$ cat src/rtl/histogram_colormap_downsampler_defines.svh
// assertion macros used by the downsampler top level
`ifndef HISTOGRAM_COLORMAP_DOWNSAMPLER_DEFINES_SVH
`define HISTOGRAM_COLORMAP_DOWNSAMPLER_DEFINES_SVH

// same-cycle implication, checked out of reset
`define HCD_ASSERT_NOW(label, ante, cons, msg) \
  label: assert property (@(posedge clk) disable iff (!rst_n) (ante) |-> (cons)) \
    else $error(msg);

// next-cycle implication, checked out of reset
`define HCD_ASSERT_NEXT(label, ante, cons, msg) \
  label: assert property (@(posedge clk) disable iff (!rst_n) (ante) |=> (cons)) \
    else $error(msg);

`endif

$ cat src/rtl/hcd_queue.sv
// small first-in first-out queue with fill count
module hcd_queue #(
  parameter type T     = logic,
  parameter int  DEPTH = 4
) (
  input  logic                         clk,
  input  logic                         rst_n,
  input  logic                         push,
  input  T                             push_data,
  output logic                         full,
  input  logic                         pop,
  output T                             pop_data,
  output logic                         empty,
  output logic [$clog2(DEPTH+1)-1:0]   count
);
  localparam int AW    = (DEPTH > 1) ? $clog2(DEPTH) : 1;
  localparam int CNT_W = $clog2(DEPTH+1);

  T                 slots_r [DEPTH];
  logic [AW-1:0]    wr_ptr_r, wr_ptr_nxt;
  logic [AW-1:0]    rd_ptr_r, rd_ptr_nxt;
  logic [CNT_W-1:0] count_r, count_nxt;
  logic             do_push, do_pop;

  assign full     = (count_r == CNT_W'(DEPTH));
  assign empty    = (count_r == '0);
  assign count    = count_r;
  assign pop_data = slots_r[rd_ptr_r];
  assign do_push  = push && !full;
  assign do_pop   = pop && !empty;

  // pointer and fill count update
  always_comb begin
    wr_ptr_nxt = wr_ptr_r;
    rd_ptr_nxt = rd_ptr_r;
    count_nxt  = count_r;
    if (do_push) begin
      wr_ptr_nxt = (32'(wr_ptr_r) == DEPTH - 1) ? '0 : wr_ptr_r + AW'(1);
    end
    if (do_pop) begin
      rd_ptr_nxt = (32'(rd_ptr_r) == DEPTH - 1) ? '0 : rd_ptr_r + AW'(1);
    end
    if (do_push && !do_pop) begin
      count_nxt = count_r + CNT_W'(1);
    end else if (do_pop && !do_push) begin
      count_nxt = count_r - CNT_W'(1);
    end
  end

  always_ff @(posedge clk) begin
    if (!rst_n) begin
      wr_ptr_r <= '0;
      rd_ptr_r <= '0;
      count_r  <= '0;
    end else begin
      wr_ptr_r <= wr_ptr_nxt;
      rd_ptr_r <= rd_ptr_nxt;
      count_r  <= count_nxt;
    end
  end

  // slot storage
  always_ff @(posedge clk) begin
    if (do_push) begin
      slots_r[wr_ptr_r] <= push_data;
    end
  end

endmodule

$ cat config.mk
export PLATFORM = sky130hd
export DESIGN_NAME = hcd_queue
export DESIGN_NICKNAME = d
export VERILOG_FILES = /design/src/rtl/histogram_colormap_downsampler_defines.svh /design/src/rtl/hcd_queue.sv
export SDC_FILE = /design/constraint.sdc
export NUM_CORES = 1
export LEC_CHECK = 0
export ABC_AREA = 1
export BUFFER_PORTS_ARGS = -buffer_cell sky130_fd_sc_hd__buf_2
export CORE_AREA = 5 5 42 44
export DETAILED_ROUTE_END_ITERATION = 6
export DIE_AREA = 0 0 47 49
export PLACE_DENSITY = 0.72
export SYNTH_ARGS = -nofsm -noshare
export SYNTH_HDL_FRONTEND = slang
export SYNTH_SLANG_ARGS = --single-unit
$ cat constraint.sdc
create_clock -name clk -period 2.4 [get_ports clk]
set_input_delay 0 -clock clk [delete_from_list [all_inputs] [get_ports clk]]
set_output_delay 0 -clock clk [all_outputs]
set_load 0.01 [all_outputs]
-- Word-level counts from Yosys, hierarchy flattened
Memory sizes are Yosys's and may differ from the RTL's. A register that Yosys moved wholly into a read port is not among the register bits.
Index checks and enable logic that the tools add are counted.
- logic and storage cells: 29
- latch bits: 0
- memory bits (read-only): 0
- memories kept: 1
- flip-flop bits (word level): 7
- output and inout port bits: 6
- memory bits (writable): 4
- bitwise logic cells: 0
- reductions and logical operators: 10
- eq/ne operators: 3
- div/mod/pow operators: 0
- $add $sub $neg: 4
- multipliers: 0
- $lt $le $gt $ge: 0
- shift-type cells: 0
- mux-type cells: 8
- memory list (name ; words ; width ; read ports ; clocked after memory_dff ; write ports ; line ; RTL):
    slots_r ; 4 ; 1 ; 1 ; 1 ; 1 ; hcd_queue.sv:19 ; T slots_r [DEPTH];
- operators by type and width (kind ; number):
    two-way mux 2 bit ; 4
    two-way mux 3 bit ; 2
    adder 2 x 1 -> 2 bit (second input constant) ; 2
    equality test 2 bit (second input constant) ; 2
    logical AND 1 bit ; 4
    logical NOT 1 bit ; 4
    adder 3 x 1 -> 3 bit (second input constant) ; 1
    equality test 3 bit (second input constant) ; 1
    logical NOT 3 bit ; 1
    subtractor 3 x 1 -> 3 bit (second input constant) ; 1
    two-way mux 1 bit ; 2
    nonzero test 2 bit ; 1

-- Longest topological paths before layout
Gate-level depths: netlist of the first run.
- depth in word-level cells: 7
- gate-level depth with buffers: 13

-- Worst setup path after synthesis of the first run
OpenSTA, ideal clock, no wires.
- path type: register -> register
- start: register count_r[0] (netlist: count[0])
- end: register count_r[1] (netlist: count[1])
- stages on the path, launching flop included: 10
- library setup time: 0.116 ns
- buffers on the path: 0
- slack: 0.624 ns
- arrival: 1.661 ns
- path through: dfxtp_1 > nor2_2 > nand2_2 > nand2_1 > inv_1 > ha_1 > inv_1 > fa_1 > o21ai_0 > nor2_1
- elaborated cells on any way between the ends: 15
- those cells by class: 2 x add/sub; 1 x eq/ne; 2 x mux; 10 x reduce/logical
- RTL lines (element ; line ; RTL):
    start: declaration ; hcd_queue.sv:22 ; logic [CNT_W-1:0] count_r, count_nxt;
    start signal: assignment ; hcd_queue.sv:58 ; count_r <= count_nxt;
    equality test 3 bit ; hcd_queue.sv:25 ; assign full = (count_r == CNT_W'(DEPTH));
    logical NOT 1 bit ; hcd_queue.sv:29 ; assign do_push = push && !full;
    logical AND 1 bit ; hcd_queue.sv:29 ;
    net do_push ; hcd_queue.sv:23 ; logic do_push, do_pop;
    logical AND 1 bit ; hcd_queue.sv:43 ; if (do_push && !do_pop) begin
    two-way mux 3 bit ; hcd_queue.sv:43 ;
    net count_nxt[1] ; hcd_queue.sv:22 ;
The timed path passes the listed nets, and every way through them passes these cells. The select of a mux whose other input is x is not followed.
A chain may end at the register's enable or synchronous reset.

-- Worst setup path after layout of the first run
- start: register count_r[0] (netlist: count[0])
- end: register count_r[2] (netlist: count[2])
- word-level cells in the longest chain between the ends: 6
- elaborated cells on any way between the ends: 15
- those cells by class: 2 x add/sub; 1 x eq/ne; 2 x mux; 10 x reduce/logical
- ends and longest elaborated chain (element ; line ; RTL):
    equality test 3 bit (*) ; hcd_queue.sv:25 ;
    logical NOT 1 bit (*) ; hcd_queue.sv:29 ;
    logical AND 1 bit (*) ; hcd_queue.sv:29 ;
    net do_push ; hcd_queue.sv:23 ;
    logical NOT 1 bit ; hcd_queue.sv:45 ; end else if (do_pop && !do_push) begin
    logical AND 1 bit ; hcd_queue.sv:45 ;
    nonzero test 2 bit (no line) ; n/a ;
The timed path passes the listed nets; every way through them passes the cells marked *. The select of a mux whose other input is x is not followed.

==> results.yml, run 1 <==
outcome:
  status: "complete, no violations"
yosys:
  ys_types: 15
  ys_ff_latch: 13
  syn_inst: 81
  netlist_area_sq_um: 661.9
  synth_nets: 93
  ys_top_cells_by_area: "dfxtp_1 (27%), edfxtp_1 (18%), ha_1 (11%)"
  synthTopCellsByCount: "inv_1 (16), nor2_1 (16), nand2_1 (11), dfxtp_1 (9), ha_1 (6)"
  ys_seq_area_share_pct: 45.37
  yosysTopAreaCellShare_pct: 27.22
  postSynth.asyncResetShare_pct: 0
  ys_warn_count: 0
  synth_edf_count: 4
  ys.flop_type: "dfxtp_1"
  synth_area_leader_cell: "dfxtp_1"
  avgSynthCellArea_sq_um: 8.171
clocking:
  cts-root-buf: "clkbuf_4"
  cts_setup_buffers: 0
  cts.clk_slew.worst_paths_ns: 0.08
  cts_resized: 0
  numClockSinks: 13
  numCtsBuffers: 3
  cts_tree: "done"
  clock_path_buffers: 2
  clk_latency_ns: 0.27
  htree_levels: 1
detailed_routing:
  viasPerCell: 4.455
  wl_met3_um: 37
  drc: 0
  drt_iter0_drc: 10
  first_pass_iters: 4
  wl_mm: 1.038
  ant_nets: 0
  wl_per_cell_um: 9.268
  wl_met1_um: 452
  dr_total_vias: 499
  wl_met2_um: 530
  maxUsedRoutingLayer: "met4"
critical_path:
  crit_cells: 13
  reg2reg_to: "count[2]"
  crit_path_end_kind: "flip-flop"
  cp_common_cell: "inv_1"
  reg2reg_setup_slack_ns: 0.55
  worstPathRequired_ns: 2.57
  cpLargestDelayFamily: "adder cells"
  crit_type: "reg -> reg"
  cp.buffers_inverters: 4
  start_kind: "flip-flop"
  r2r_cells: 13
  cp_max_fo: 6
  cp_slowest_cell: "dfxtp_1"
  r2r_start: "count[0]"
  path_cells: "nor2_2 > nand2_2 > nand2_1 > inv_1 > ha_1 > inv_1 > fa_1 > inv_1 > nand2_1 > nand3_1 > nand2_1 > inv_1 > nor2_1"
  max_stage_delay_ns: 0.42
  worstPathArrival_ns: 2.01
final_layout:
  drive_gt1_share_pct: 18.75
  post-route-util_pct: 54.82
  diodes: 0
  filler_cell_count: 142
  nets: 109
  syn_to_final_growth_pct: 16.07
  multiInputGateArea_sq_um: 301.5
  fin_area_sq_um: 768.2
  seq_area_sq_um: 300.3
timing:
  worst_slew_pin_slew_ns: 0.1928
  setup_tns_ns: 0
  relSlewSlack_pct: 87.13
  fin_crit_ns: 1.846
  whs_ns: 0.01402
  drv_slew: 0
  finalHoldViolCount: 0
  fin_skew_ns: 0.007318
  rsz0062_at_grt: "false"
  setup_slack_ns: 0.5539
  finalSetupViolations: 0
  period_share_pct: 76.92
  fmax_mhz: 541.7
die:
  fp.dieW_um: 47
  rows: 14
  die_area_sq_mm: 0.002303
  start_util_pct: 47.23
  core_area_sq_mm: 0.001401
  io_pins: 11
  fp.dieH_um: 49
placed_design:
  pre_cts_ws_ns: 0.5389
  hpwlAfterDp_um: 848.2
  place_congestion: 0.7717
  numPortBuffers: 10
  placed_cell_area_sq_um: 732.0
hold_path:
  holdPathEnd: "wr_ptr_r[0]"
  min_path_cells: 3
  hold_path.class: "in -> reg"
  worstHoldStart: "rst_n"
global_route:
  grt_remaining_overflow: 0
  grt_pass1_wl_mm: 1.869
  grt_pass1_vias: 499
  grt_max_degree: 8
  grt_use_total_pct: 11.43
  antenna_found_initial: 0
pwr:
  power_density_mw_per_mm2: 1126
  ir_drop_mv: 0.6447
  p_leak_uw: 0.0003922
run:
  max_cap_violations: 0
## placed cells by master (no fill, tap or decap)
cell / count
clkbuf_1: 1
nand3b_1: 1
a21oi_1: 4
edfxtp_1: 4
fa_1: 1
o21ai_0: 5
buf_2: 10
clkbuf_4: 3
nor2_1: 16
nand4_1: 1
nand2_1: 11
nand2_2: 3
nor2_2: 1
ha_1: 6
inv_1: 16
nand3b_2: 1
dfxtp_1: 9
dlygate4sd3_1: 1
nand3_1: 2
## worst max path at each step
| stage | from | end | slack [ns] |
|---|---|---|---|
| 2_1_floorplan | count[0] | count[1] | 0.62 |
| 3_3_place_gp | count[0] | count[1] | 0.59 |
| 3_5_place_dp | count[0] | count[1] | 0.54 |
| 4_1_cts | count[0] | count[1] | 0.54 |
| 5_1_grt | count[1] | count[2] | 0.33 |
| 6_report | count[0] | count[2] | 0.55 |
## metal layers
metal | up-vias | track usage (%)
met5 | - | 0
met4 | 0 | 8.295
met3 | 2 | 3.321
met2 | 8 | 18.33
met1 | 210 | 11.96
li1 | 279 | -
## worst reg2reg max path, cell delays in order, from the launching register on
cell	delay, ns
dfxtp_1	0.42
nor2_2	0.08
nand2_2	0.12
nand2_1	0.12
inv_1	0.08
ha_1	0.16
inv_1	0.06
fa_1	0.38
inv_1	0.06
nand2_1	0.06
nand3_1	0.07
nand2_1	0.05
inv_1	0.04
nor2_1	0.03
## cell type report
type,count,share of cell area [%]
Tap cell,16,2.606
Clock buffer,4,3.420
Sequential cell,13,39.09
Inverter,16,7.818
Multi-Input combinational cell,52,39.25
Timing Repair Buffer,11,7.818
## repair_timing
item                                   4_1_cts  5_1_grt
setup endpoints to repair                    0        0
endpoints found under the hold margin        4        0
hold buffers                                 1        0
## kinds of logic after synthesis
group | count (synthesis) | share of synthesized area [%]
AOI/OAI and AO/OA | 9 | 6.805
DFF | 13 | 45.37
adders and majority gates | 7 | 14.37
and+or+nand+nor | 36 | 24.39
buffers and inverters | 16 | 9.074
## stage by stage
| stage | instances | power, uW |
|---|---|---|
| 4_1_cts | 112 | 878.5 |
| 3_5_place_dp | 107 | 745.2 |
| 2_1_floorplan | 81 | 629.3 |
| 6_report | 112 | 865.1 |
| 5_1_grt | 112 | 964.0 |
| 3_3_place_gp | 107 | 731.3 |
## report_power, final
part	switching, uW	total [uW]	internal, uW
registers	55.5	345	290
clock network	66.1	130	64.3
logic	231	390	158
Power figures use the tool's default switching activity.
==> inputs of run 2 (changes only) <==
- clock period: 2.4 -> 1.9 ns (I/O delays scaled with it)
==> results.yml, run 2 (synthesis results as in run 1) <==
outcome:
  status: "complete, no violations"
pwr:
  internal_power_uw: 664.6
  p_seq_share_pct: 39.6
  p_leak_uw: 0.0003988
  netSwitchingFraction_pct: 40.96
  switchingPower_uw: 461.0
  clkPwrFrac_pct: 15.0
  ir_drop_mv: 0.9564
  combPwrFrac_pct: 45.4
  power_density_mw_per_mm2: 1437
  p_total_uw: 1126
critical_path:
  crit_path_end_kind: "flip-flop"
  cp_max_fo: 6
  cp_common_cell: "inv_1"
  critPathLaunch: "count[0]"
  crit_cells: 9
  worstPathArrival_ns: 1.91
  max_stage_delay_ns: 0.40
  r2r_cells: 9
  crit_type: "reg -> reg"
  path_cells: "nor2_4 > nand2_2 > nand2_1 > inv_1 > ha_1 > inv_1 > fa_1 > o21ai_0 > nor2_1"
  cpLargestDelayFamily: "adder cells"
  cp.buffers_inverters: 2
  critPathCapture: "count[1]"
  r2r_start: "count[0]"
  reg2reg_setup_slack_ns: 0.15
  cp_slowest_cell: "fa_1"
  start_kind: "flip-flop"
  reg2reg_to: "count[1]"
  worstPathRequired_ns: 2.06
clocking:
  htree_levels: 1
  clk_latency_ns: 0.27
  cts.clk_slew.worst_paths_ns: 0.08
  numCtsBuffers: 3
  cts_tree: "done"
  clock_path_buffers: 2
  cts_setup_buffers: 0
  numClockSinks: 13
  cts-root-buf: "clkbuf_4"
timing:
  finalSetupViolations: 0
  drv_slew: 0
  fin_crit_ns: 1.747
  setup_slack_ns: 0.1528
  fin_skew_ns: 0.006330
  finalHoldViolCount: 0
  worst_slew_pin_slew_ns: 0.1445
  whs_ns: 0.007061
  period_share_pct: 91.96
  setup_tns_ns: 0
  rsz0062_at_grt: "false"
  fmax_mhz: 572.4
  relSlewSlack_pct: 90.26
global_route:
  grt_pass1_vias: 458
  antenna_found_initial: 0
  grt_remaining_overflow: 0
  grt_use_total_pct: 10.83
  grt_max_degree: 8
  grt_pass1_wl_mm: 1.821
final_layout:
  diodes: 0
  syn_to_final_growth_pct: 18.34
  post-route-util_pct: 55.89
  filler_cell_count: 129
  seq_area_sq_um: 302.8
  nets: 110
  final_cell_mix: "inv_1 (16), nor2_1 (16), nand2_1 (11), buf_2 (10), dfxtp_1 (7)"
  drive_gt1_share_pct: 21.65
  multiInputGateArea_sq_um: 306.5
placed_design:
  pre_cts_ws_ns: 0.1157
  numPortBuffers: 10
  place_congestion: 0.7099
  hpwlAfterDp_um: 846.9
die:
  die_area_sq_mm: 0.002303
  rows: 14
  core_area_sq_mm: 0.001401
  fp.dieH_um: 49
  start_util_pct: 47.23
  io_pins: 11
  fp.dieW_um: 47
detailed_routing:
  wl_mm: 1.052
  drc: 0
  first_pass_iters: 3
  drt_iter0_drc: 1
  dr_total_vias: 531
  wl_per_cell_um: 9.310
  ant_nets: 0
  viasPerCell: 4.699
hold_path:
  hold_path.class: "in -> reg"
  worstHoldStart: "rst_n"
run:
  max_cap_violations: 0
## run 2: cell count changes in the layout (fill, tap and decap cells not counted)
cell | previous run | this run
dfxtp_2 | 0 | 2
nor2_4 | 0 | 1
nor2_2 | 1 | 0
dfxtp_1 | 9 | 7
buf_4 | 0 | 1
## run 2: through the flow
step / area [sq um] / std cells
6_report: 783.3 / 113
5_1_grt: 783.3 / 113
4_1_cts: 775.7 / 113
3_5_place_dp: 739.5 / 108
3_3_place_gp: 739.5 / 108
2_1_floorplan: 661.9 / 81
## run 2: per-layer routing
metal  vias up  track usage (%)  share of wire (%)
met5         -                0                  0
met4         0            6.912                2.3
met3         4            3.321                3.9
met2         8            16.06                 49
met1       237            13.01                 44
li1        282                -                  -
## run 2: power groups by stage
stage,Combinational [uW],Clock [uW],Sequential (uW)
3_5_place_dp,507,0,442
3_3_place_gp,488,0,439
4_1_cts,512,174,436
6_report,511,168,446
2_1_floorplan,349,0,446
5_1_grt,586,187,462
## run 2: timing repair
item / in CTS / in global routing
hold buffers: 1 / 0
hold endpoints to repair: 4 / 0
gates resized for setup: 0 / 3
setup endpoints to repair: 0 / 2
## run 2: how the worst min path moves through the flow
stage | to | slack (ns) | depth (start not counted)
4_1_cts | wr_ptr_r[0] | 0.008 | 3
6_report | wr_ptr_r[0] | 0.007 | 3
5_1_grt | wr_ptr_r[0] | 0.01 | 3
2_1_floorplan | slots_r[0] | 0.1 | 0
3_5_place_dp | slots_r[2] | 0.22 | 1
3_3_place_gp | slots_r[3] | 0.21 | 1
## run 2: layout make-up
cell class              instances  area share [%]
clock buffers                   4           3.355
multi-input cells              52           39.14
well taps                      16           2.556
inverters                      16           7.668
flip-flops and latches         13           38.66
repair buffers                 12           8.626
## run 2: worst min-delay path: stages
cell	delay, ns
buf_2	0.14
nand2_1	0.07
nor2_1	0.03
