==> src/rtl/histogram_colormap_downsampler_defines.svh <==
// assertion macros used by the downsampler top level
`ifndef HISTOGRAM_COLORMAP_DOWNSAMPLER_DEFINES_SVH
`define HISTOGRAM_COLORMAP_DOWNSAMPLER_DEFINES_SVH

// same-cycle implication, checked out of reset
`define HCD_ASSERT_NOW(label, ante, cons, msg) \
  label: assert property (@(posedge clk) disable iff (!rst_n) (ante) |-> (cons)) \
    else $error(msg);

// next-cycle implication, checked out of reset
`define HCD_ASSERT_NEXT(label, ante, cons, msg) \
  label: assert property (@(posedge clk) disable iff (!rst_n) (ante) |=> (cons)) \
    else $error(msg);

`endif

==> src/rtl/hcd_pkg.sv <==
// types, codes and the reciprocal table of the colormap downsampler
package hcd_pkg;

  // widest column and table address any parameter setting needs
  localparam int PX_MAX_W    = 13;
  localparam int TADDR_MAX_W = 16;

  // shift that goes with the reciprocal table
  localparam int RECIP_SHIFT = 20;
  localparam int RECIP_W     = 21;

  // input command codes
  localparam logic CMD_LOAD  = 1'b0;
  localparam logic CMD_COUNT = 1'b1;

  // configuration register indexes
  localparam logic [1:0] REG_OVERSAMPLE  = 2'd0;
  localparam logic [1:0] REG_PIXEL_WIDTH = 2'd1;
  localparam logic [1:0] REG_TABLE_TOP   = 2'd2;

  typedef enum logic {
    OP_LOAD,
    OP_CELL
  } hcd_op_t;

  typedef struct packed {
    logic        command;
    logic [11:0] table_index;
    logic [31:0] table_color;
    logic [31:0] count;
  } hcd_in_t;

  typedef struct packed {
    logic [31:0] pixel;
    logic [9:0]  pixel_column;
    logic        row_end;
  } hcd_out_t;

  // classified work item between front and back
  typedef struct packed {
    hcd_op_t                op;
    logic [TADDR_MAX_W-1:0] addr;
    logic [31:0]            color;
    logic [PX_MAX_W-1:0]    px;
    logic                   first;
    logic                   emit;
    logic                   row_end;
  } hcd_work_t;

  // ceil(2^RECIP_SHIFT / (os*os)); exact for lane sums below 2^14
  function automatic logic [RECIP_W-1:0] recip_of(input logic [2:0] os);
    logic [RECIP_W-1:0] r;
    case (os)
      3'd2:    r = 21'd262144;
      3'd3:    r = 21'd116509;
      3'd4:    r = 21'd65536;
      3'd5:    r = 21'd41944;
      3'd6:    r = 21'd29128;
      3'd7:    r = 21'd21400;
      default: r = 21'd1048576;
    endcase
    return r;
  endfunction

endpackage

==> src/rtl/hcd_front.sv <==
// front end: takes input items, tracks the raster position, classifies work
module hcd_front #(
  parameter int MAX_WIDTH   = 1024,
  parameter int TABLE_DEPTH = 4096
) (
  input  logic                          clk,
  input  logic                          rst_n,
  input  logic                          in_push,
  input  hcd_pkg::hcd_in_t              in_data,
  output logic                          in_full,
  input  logic                          restart,
  input  logic [2:0]                    os_eff,
  input  logic [hcd_pkg::PX_MAX_W-1:0]  wlast,
  input  logic [11:0]                   table_top,
  output logic                          work_push,
  output hcd_pkg::hcd_work_t            work_data,
  input  logic                          work_full
);
  import hcd_pkg::*;

  localparam int PX_W = (MAX_WIDTH > 1) ? $clog2(MAX_WIDTH) : 1;

  logic [PX_W-1:0] px_r, px_nxt;
  logic [2:0]      sx_r, sx_nxt;
  logic [2:0]      srow_r, srow_nxt;
  logic [2:0]      os_last;
  logic            px_last, sx_last, row_last;
  logic            accept, is_cell, load_ok;
  logic [31:0]     lim, sel;

  assign in_full = work_full;
  assign accept  = in_push && !work_full;
  assign is_cell = (in_data.command == CMD_COUNT);
  assign load_ok = (32'(in_data.table_index) < 32'(TABLE_DEPTH));

  // position flags of the current cell
  assign os_last  = os_eff - 3'd1;
  assign px_last  = (px_r == wlast[PX_W-1:0]);
  assign sx_last  = (sx_r == os_last);
  assign row_last = (srow_r == os_last);

  // clamped colour lookup index
  always_comb begin
    lim = (32'(table_top) > 32'(TABLE_DEPTH - 1)) ? 32'(TABLE_DEPTH - 1) : 32'(table_top);
    sel = (in_data.count < lim) ? in_data.count : lim;
  end

  // work item build
  always_comb begin
    work_push         = accept && (is_cell || load_ok);
    work_data.op      = is_cell ? OP_CELL : OP_LOAD;
    work_data.addr    = is_cell ? TADDR_MAX_W'(sel) : TADDR_MAX_W'(in_data.table_index);
    work_data.color   = in_data.table_color;
    work_data.px      = PX_MAX_W'(px_r);
    work_data.first   = (srow_r == 3'd0) && (sx_r == 3'd0);
    work_data.emit    = row_last && sx_last;
    work_data.row_end = px_last;
  end

  // raster position advance
  always_comb begin
    px_nxt   = px_r;
    sx_nxt   = sx_r;
    srow_nxt = srow_r;
    if (restart) begin
      px_nxt   = '0;
      sx_nxt   = '0;
      srow_nxt = '0;
    end else if (accept && is_cell) begin
      if (!sx_last) begin
        sx_nxt = sx_r + 3'd1;
      end else begin
        sx_nxt = '0;
        if (!px_last) begin
          px_nxt = px_r + PX_W'(1);
        end else begin
          px_nxt   = '0;
          srow_nxt = row_last ? 3'd0 : srow_r + 3'd1;
        end
      end
    end
  end

  always_ff @(posedge clk) begin
    if (!rst_n) begin
      px_r   <= '0;
      sx_r   <= '0;
      srow_r <= '0;
    end else begin
      px_r   <= px_nxt;
      sx_r   <= sx_nxt;
      srow_r <= srow_nxt;
    end
  end

endmodule

==> config.mk <==
export PLATFORM = sky130hd
export DESIGN_NAME = hcd_front
export DESIGN_NICKNAME = d
export VERILOG_FILES = /design/src/rtl/histogram_colormap_downsampler_defines.svh /design/src/rtl/hcd_pkg.sv /design/src/rtl/hcd_front.sv
export SDC_FILE = /design/constraint.sdc
export NUM_CORES = 1
export LEC_CHECK = 0
export BUFFER_PORTS_ARGS = -buffer_cell sky130_fd_sc_hd__buf_4
export CORE_ASPECT_RATIO = 1.5
export CORE_UTILIZATION = 35
export CTS_BUF_LIST = sky130_fd_sc_hd__clkbuf_16
export DETAILED_ROUTE_END_ITERATION = 8
export HOLD_SLACK_MARGIN = 0.12
export PLACE_DENSITY = 0.74
export REMOVE_ABC_BUFFERS = 1
export SYNTH_ARGS = -nofsm -noshare
export SYNTH_HDL_FRONTEND = slang
export SYNTH_SLANG_ARGS = --single-unit
==> constraint.sdc <==
create_clock -name clk -period 1.83 [get_ports clk]
set_clock_uncertainty 0.05 [all_clocks]
set_input_delay 0.0915 -clock clk [delete_from_list [all_inputs] [get_ports clk]]
set_output_delay 0.0915 -clock clk [all_outputs]
set_load 0.05 [all_outputs]
# --- After elaboration in Yosys (flattened, before gate mapping) ---
# Cells that the tools add are included.
totals:
  wordCells: 28
  input_bits: 110
  register_bits: 16
classes:
  n_addsub: 4
  bitwise_logic: 1
  magnitude_cmp: 1
  muxes: 6
  n_reduce_logical: 10
  eq_ne: 3
ops:
  columns: ["op", "n"]
  rows:
  - ["32-bit by 12-bit < comparator with 1-bit output", 1]
  - ["16-bit two-way mux", 2]
  - ["10-bit by 1-bit adder with 10-bit output (second input constant)", 1]
  - ["10-bit equality test", 1]
  - ["10-bit two-way mux", 1]
  - ["3-bit by 1-bit adder with 3-bit output (second input constant)", 2]
  - ["3-bit equality test", 2]
  - ["3-bit zero test", 2]
  - ["3-bit two-way mux", 2]
  - ["1-bit logical AND", 4]
  - ["3-bit AND reduction", 1]
  - ["3-bit by 1-bit subtractor with 3-bit output (second input constant)", 1]
  - ["2-bit AND reduction", 1]
  - ["2-bit OR reduction", 1]
  - ["1-bit zero test", 1]
  - ["1-bit two-way mux", 1]
  - ["1-bit inverter", 1]

# --- Longest topological paths before layout ---
# Gate-level depths: netlist (run 1).
logic_depth:
  ltp_word: 4
  mapped_depth: 9
  ltp_nobuf: 7

# --- Worst setup path after synthesis (run 1) ---
# Ideal clock, no wire load.
synth_path:
  kind: "input port to output port"
  startpoint: "input table_top[11]"
  endpoint: "output work_data[50] in the netlist's numbering"
  t_required_ps: 1688
  arrival_ps: 1815
  slack_ps: -126
  path_buffers: 1
  stages: 8
  path_cell_list: "inv_1 -> ha_1 -> a211oi_1 -> o211ai_1 -> or2_2 -> clkbuf_1 -> a31oi_1 -> nand3_1"
synth_rtl:
  columns: ["item", "line", "source"]
  rows:
  - ["from (decl)", "hcd_front.sv:14", "input logic [11:0] table_top,"]
  - ["to (decl)", "hcd_front.sv:16", "output hcd_pkg::hcd_work_t work_data,"]

==> metrics.md, run 1 <==
| Metric | Value |
|---|---|
| Final period util | `1.03` |
| Post-synthesis xor/xnor area fraction | `0.123` |
| Reg2Reg Launch Point | `sx_r[2]` |
| Residual DRC | `0` |
| Post-Syn Area | `2110 sq um` |
| Site Rows | `34` |
| Yosys reg bits | `16` |
| Clk buf depth | `2` |
| Total grt overflow | `0` |
| Global-route wire length before repair | `~12000 um` |
| CTS Sinks | `16` |
| Slew margin rel. | `0.591` |
| Port bufs | `roughly 100` |
| Worst setup margin | `-0.0506 ns` |
| Hold endpoint | `work_data[27]` |
| Setup Total Neg Slack | `-0.136 ns` |
| Max-Cap Viols | `0` |
| Ant. Diodes | `0` |
| Overall die height | `about 97 um` |
| Mux cell area share after synthesis | `0.00475` |
| Min-Delay Path Class | `in -> out` |
| CORE AREA | `around 5800 sq um` |
| Pwr Total | `~1.5 mW` |
| Total wire length | `around 9000 um` |
| DR iter-0 viols | `between 100 and 150` |
| Util after Layout | `0.582` |
| VDD IR max | `just over 0.0003 V` |
| Critical-path cell list | `buf_8 -> inv_4 -> ha_4 -> a2111oi_4 -> buf_4 -> o211a_4 -> buf_12 -> o2111ai_2 -> nand3_2 -> buf_6` |
| CTS H-Tree Depth | `1` |
| Worst path required time | `1.69 ns` |
| Final hold vios | `0` |
| Pre-antenna DRT Iters | `4` |
| Compound-Gate Fraction of Synth Area | `0.153` |
| Reg area | `between 300 and 400 sq um` |
| Ratio of cells with drive above 1 in the final layout | `0.499` |
| Max-slew violation count | `0` |
| GRT Util Overall | `0.258` |
| Die W | `roughly 65 um` |
| Top FF cell, synth | `dfxtp_1` |
| Die area | `approximately 6300 sq um` |
| DRT antenna net count | `0` |
| Worst path slowest cell | `a2111oi_4` |
| Fmax achieved | `about 530 MHz` |
| Placed insts | `roughly 430` |
| CP max FO | `6` |
| Largest net degree at the start of global routing | `50` |
| Share of flip-flops with an asynchronous set or reset | `0` |
| Failing checks | `negative setup slack` |
| Post-synth EDFFs | `0` |
| Minimum clock period | `1.88 ns` |
| Terminus of the critical flop-to-flop path | `px_r[2]` |
| CTS tree | `done` |
| Worst-margin pin slew | `about 0.6 ns` |
| Antenna violations before repair | `0` |
| Unique masters post-synth | `42` |
| Crit Path Category | `in -> out` |
| CTS buffer count | `3` |
| Largest family of logic cells by synthesized area | `simple AND/OR/NAND/NOR gates` |
| Seq/Total Area, Yosys | `0.152` |
| Leakage | `between 1.5 and 2 nW` |
| CTS root buf | `clkbuf_16` |
| Crit path DAT | `roughly 1.7 ns` |
| Worst Hold Depth | `0` |
| Multi-input logic area | `about 1700 sq um` |
| Boundary pin count | `roughly 180` |
| Syn Inst Count | `approximately 280` |
| Crit. End Element | `output pin` |
| Syn avg cell area | `7.58 sq um` |
| Routability congestion estimate | `about 0.86` |
| Post-layout nets | `490` |
| Vias per cell | `5.66` |
| Later-pin clock latency in the skew report | `~0.24 ns` |
| WL per Instance | `around 21 um` |
| Filler cell count | `520` |
| R2R Setup Slk | `approximately 0.17 ns` |
| Post-synthesis simple-gate area fraction | `0.243` |
| Vias in the first global route | `2261` |
| Final setup violation count | `5` |
| RSZ-0062 raised after global routing | `yes` |
| Ys Warns | `0` |
| R2r worst-path depth | `5` |
| CP max stage delay | `about 0.32 ns` |
| Min-delay src | `in_data[43]` |
| Crit path launch type | `primary input` |
| Adder-Cell Fraction of Synth Area | `0.101` |
| Hpwl dp | `6680 um` |
| PwrDens | `437 nW/um^2` |
| Non-Filler Instances | `433` |
| Starting Density | `0.364` |
| Layout area overhead | `59.9%` |
| Status | `complete, but fails checks` |
| Via Count | `2450` |
[critical path, delay by kind of cell]
family / cells / cell delay [ns]
AO/OA/AOI/OAI: 3 / 0.67
AND/OR/NAND/NOR: 1 / 0.15
buffers and inverters: 5 / 0.63
adder cells (fa/ha/maj): 1 / 0.20
[registers in the layout (all words and copies together) (netlist names)]
name,cells
sx_r,3
srow_r,3
px_r,10
[worst max path at each step]
stage                        from            end  slack (ns)  cells after the start
floorplan                 px_r[3]      srow_r[1]       -0.28                      5
global placement      in_data[11]  work_data[53]       -0.17                      8
detailed placement    in_data[11]  work_data[53]       -0.14                      8
CTS                  table_top[1]  work_data[49]       -0.02                     11
global route        table_top[11]  work_data[54]       -0.09                     10
finish               table_top[1]  work_data[54]       -0.05                     10
[cell usage in the layout (no fill, tap or decap), types with 2 or more instances in the layout]
| cell type | count |
|---|---|
| a21o_1 | 2 |
| a21oi_1 | 4 |
| a31oi_1 | 6 |
| a31oi_4 | 6 |
| and3_1 | 4 |
| buf_12 | 2 |
| buf_4 | 109 |
| buf_6 | 14 |
| buf_8 | 6 |
| clkbuf_16 | 3 |
| conb_1 | 7 |
| dfxtp_1 | 16 |
| ha_1 | 12 |
| ha_4 | 5 |
| inv_1 | 16 |
| inv_2 | 2 |
| inv_4 | 2 |
| nand2_1 | 6 |
| nand2b_1 | 2 |
| nand3_1 | 6 |
| nand3_2 | 8 |
| nand4_1 | 21 |
| nor2_1 | 16 |
| nor2b_1 | 13 |
| nor3_1 | 3 |
| nor4_1 | 3 |
| nor4_2 | 3 |
| o2111ai_1 | 2 |
| o2111ai_2 | 9 |
| o211ai_1 | 2 |
| or2_4 | 2 |
| xnor2_1 | 5 |
| xor2_1 | 22 |
[power by group]
part | internal, mW | total (mW) | switching (mW)
sequential | 0.350 | 0.351 | 0.00100
combinational | 0.326 | 0.707 | 0.380
clock | 0.286 | 0.413 | 0.127
total | 0.963 | 1.47 | 0.508
[repair_timing]
action | in CTS | in global routing
resized for setup | 32 | 59
pin swaps | 16 | 30
setup buffers | 3 | 0
setup endpoints to repair | 12 | 13
hold buffers | 0 | 0
cloned | 1 | 3
[layer usage]
layer  vias up  GRT usage  share of wire
met2       172      0.475           0.53
met4         2      0.100          0.046
li1       1111          -              -
met3        32      0.124           0.11
met1      1133      0.226           0.31
met5         -     0.0625         0.0055
[per-stage QoR]
step           area, sq um  worst slack [ns]  hold WS [ns]
2_1_floorplan         1740            -0.284         0.133
3_3_place_gp          2810            -0.174         0.134
3_5_place_dp          2810            -0.137         0.134
4_1_cts               3090           -0.0247         0.134
5_1_grt               3370           -0.0920         0.133
6_report              3370           -0.0506         0.133
[cells by family (layout without fill, tap and decap cells)]
logic type | count (synthesis) | after routing
simple gates | 93 | 94
buf+inv | 78 | 154
compound gates | 44 | 44
xor+xnor | 28 | 28
fa+ha+maj | 17 | 17
flops | 16 | 16
other cells | 1 | 7
mux | 1 | 1
[final cells by class]
type,count,share of cell area
timing repair buffer,131,0.328
multi-input combinational,191,0.504
tap,72,0.0267
inverter,20,0.0238
clock buffer,3,0.0223
sequential,16,0.0951
[synth_stat cells, types with 2 or more instances]
cell type  number  area share
nand2_1         6       0.011
o2111ai_1      12       0.050
nor2b_1        13       0.039
o211ai_1        2      0.0071
nand4_1        21       0.062
nor2_1         16       0.029
and3_1          5       0.015
buf_6           2       0.011
a21oi_1         6       0.014
inv_1          20       0.036
ha_1           17        0.10
xor2_1         22       0.091
nor4_1          6       0.018
nor3_1          3      0.0071
buf_4          42        0.15
clkbuf_1       12       0.021
dfxtp_1        16        0.15
nand3_1        14       0.033
nand2b_1        3      0.0089
buf_2           2      0.0048
a21o_1          2      0.0071
xnor2_1         5       0.021
a31oi_1        12       0.036
No activity file was read; power rests on OpenSTA's default activity.
==> inputs of run 2 (changes only) <==
ABC_AREA = 1   (was not set)
PLACE_DENSITY = 0.73   (was 0.74)
==> run 2 against run 1 <==
Effect of this change: the run now ends clean; clock power is 3% higher; clock-buffer cell count stayed put; worst hold slack hardly changed; first-iteration DRC count is 40% lower; area after synthesis is 5.0% higher; sequential share of layout area is 0.48 points higher; core utilization is 5.9 points lower; via count is 1.1% higher; sequential cell count stayed put; largest power group unchanged.
==> metrics.md, run 2 <==
| Metric | Value |
|---|---|
| Crit Path Category | `in -> out` |
| Total wire length | `7110 um (-22%)` |
| Ys Warns | `0 (unchanged)` |
| Seq/Total Area, Yosys | `0.145 (-0.00730)` |
| Post-layout nets | `565 (+15%)` |
| Most common cell after layout, fill and taps aside | `buf_4` |
| Syn Inst Count | `362 (+30%)` |
| CP max FO | `6 (unchanged)` |
| Die W | `66.9 um (+2.4%)` |
| Largest Register | `px_r` |
| Routability congestion estimate | `0.827 (-4.0%)` |
| Most numerous cell in the Yosys netlist | `nand2_1` |
| Max-slew violation count | `0 (unchanged)` |
| DR iter-0 viols | `68 (-40%)` |
| Terminus of the critical flop-to-flop path | `px_r[8]` |
| Top FF cell, synth | `dfxtp_1` |
| Via Count | `2476 (+1.1%)` |
| Post-synth EDFFs | `0 (unchanged)` |
| Unique masters post-synth | `30 (-29%)` |
| DRT antenna net count | `0 (unchanged)` |
| Status | `completed` |
| Cts hold-fix bufs | `0 (unchanged)` |
| PwrDens | `411 nW/um^2 (-5.9%)` |
| Crit path DAT | `1.64 ns (-0.10 ns)` |
| Hpwl dp | `5590 um (-16%)` |
| Minimum clock period | `1.78 ns (-0.102 ns)` |
| Residual DRC | `0 (unchanged)` |
| Later-pin clock latency in the skew report | `0.25 ns (about the same)` |
| Syn avg cell area | `6.11 sq um (-19%)` |
| Boundary pin count | `177 (unchanged)` |
| Ratio of cells with drive above 1 in the final layout | `0.404 (-0.0949)` |
| Min-Delay Path Class | `in -> out` |
| Antenna violations before repair | `0 (unchanged)` |
| CTS Sinks | `16 (unchanged)` |
| CTS buffer count | `3 (unchanged)` |
| Layout area overhead | `44.9%` |
| Final period util | `0.972 (-0.0557)` |
| Ant. Diodes | `0 (unchanged)` |
| Most frequent cells in the layout | `buf_4, nand2_1, inv_1` |
| Crit. End Element | `output pin` |
| Die area | `6650 sq um (+4.9%)` |
| GRT Util Overall | `0.207 (-0.0509)` |
| Max-Cap Viols | `0 (unchanged)` |
| Share of the synthesized area in the top cell type | `0.166 (+0.0142)` |
| Min-delay src | `in_data[61]` |
| Vias per cell | `4.85 (-14%)` |
| Hold WS | `0.133 ns (-0.0000360 ns)` |
| Pre-antenna DRT Iters | `4 (unchanged)` |
| R2R Setup Slk | `0.19 ns (+0.02 ns)` |
| CTS H-Tree Depth | `1 (unchanged)` |
| Worst setup margin | `0.0514 ns (+0.102 ns)` |
| CORE AREA | `6130 sq um (+6.0%)` |
| R2r worst-path depth | `7 (+2)` |
| Total grt overflow | `0 (unchanged)` |
| Filler cell count | `586 (+13%)` |
| Port bufs | `102 (unchanged)` |
| Worst Hold Depth | `0 (unchanged)` |
| Worst path required time | `1.69 ns (about the same)` |
| Post-Syn Area | `2210 sq um (+5.0%)` |
| Starting Density | `0.361 (-0.00317)` |
| Placed insts | `499 (+17%)` |
| Share of flip-flops with an asynchronous set or reset | `0 (unchanged)` |
| Yosys reg bits | `16 (unchanged)` |
| Clk buf depth | `2 (unchanged)` |
| CTS root buf | `clkbuf_16` |
| Global-route wire length before repair | `10500 um (-14%)` |
| List of most frequent post-synthesis cells | `nand2_1, inv_1, buf_4, nand3_1, nor2_1` |
| Util after Layout | `0.523 (-0.0591)` |
| Reg2Reg Launch Point | `px_r[0]` |
| Non-Filler Instances | `510 (+18%)` |
| Final hold vios | `0 (unchanged)` |
| Biggest regs | `px_r (10), srow_r (3), sx_r (3)` |
| WL per Instance | `13.9 um (-34%)` |
| Site Rows | `35 (+2.9%)` |
| Largest net degree at the start of global routing | `16 (-68%)` |
| Place WS | `-0.161 ns (-0.0244 ns)` |
| Fmax achieved | `562 MHz (+5.7%)` |
| Hold endpoint | `work_data[45]` |
| CTS tree | `done` |
| Synth top area cells | `nand2_1, buf_4, dfxtp_1` |
| Overall die height | `99.4 um (+2.4%)` |
| Vias in the first global route | `2428 (+7.4%)` |
| VDD IR max | `0.000269 V (-11%)` |
| Leakage | `1.65 nW (+8.4%)` |
| Max FFs per register | `10 (unchanged)` |
| Crit path launch type | `primary input` |
| Final setup violation count | `0 (-5)` |
| Area leader, netlist | `nand2_1` |
| RSZ-0062 raised after global routing | `yes` |
[run 2: critical path: stages]
cell and delay (ns):
buf_4 0.13, ha_4 0.24, nand2_2 0.06, nand2_2 0.05, nor2_2 0.11, o21ai_1 0.08
nor3_2 0.10, buf_4 0.16, buf_6 0.14, nand2_8 0.08, nand2_2 0.08, nand3_2 0.09
nand2_2 0.09, buf_6 0.15
[run 2: worst max path at each step]
stage                        startpoint             to  slack [ns]  depth (start not counted)
final                       in_data[11]  work_data[49]        0.05                         14
after global routing      table_top[11]  work_data[49]       -0.07                         15
after CTS                 table_top[11]  work_data[56]       0.001                         14
after detailed placement    in_data[11]  work_data[54]       -0.16                         12
after global placement      in_data[11]  work_data[54]       -0.11                         12
after floorplan           table_top[11]  work_data[48]       -0.22                         11
[run 2: layer usage]
layer | vias up | routed length [um] | track usage
met5 | - | 0 | 0.0417
met1 | 1090 | 2680 | 0.211
met3 | 12 | 926 | 0.107
li1 | 1222 | - | -
met4 | 0 | 139 | 0.0573
met2 | 152 | 3370 | 0.357
[run 2: cells by family after synthesis]
kind of cell             share of synthesized area
other                                      0.00169
buffers and inverters                        0.259
flip-flops                                   0.145
adder cells (fa/ha/maj)                     0.0961
AND/OR/NAND/NOR                              0.384
XOR/XNOR                                    0.0712
AO/OA/AOI/OAI                               0.0430
[run 2: cell type report]
type / instances / area, sq um / area share
clock buffer: 3 / 75.1 / 0.0234
inverter: 58 / 220 / 0.0687
multi-input combinational: 246 / 1540 / 0.480
sequential: 16 / 320 / 0.0999
tap: 74 / 92.6 / 0.0289
timing repair buffer: 113 / 961 / 0.300
[run 2: through the flow]
step	cell area, sq um	power (mW)	TNS, ns
final	3210	1.32	0
after global routing	3210	1.38	-0.319
after CTS	2970	1.27	0
after detailed placement	2770	0.834	-1.57
after global placement	2770	0.826	-0.930
after floorplan	1880	0.617	-2.63
[run 2: power breakdown]
group | switching [mW] | total [mW] | internal, mW
Sequential | 0.00140 | 0.352 | 0.350
Clock | 0.137 | 0.424 | 0.287
Combinational | 0.305 | 0.542 | 0.237
[run 2: timing repair]
item | CTS | global route
pin swaps | 10 | 21
resized for setup | 17 | 52
buffers inserted | 3 | 2
gates cloned | 2 | 1
setup endpoints to repair | 12 | 12
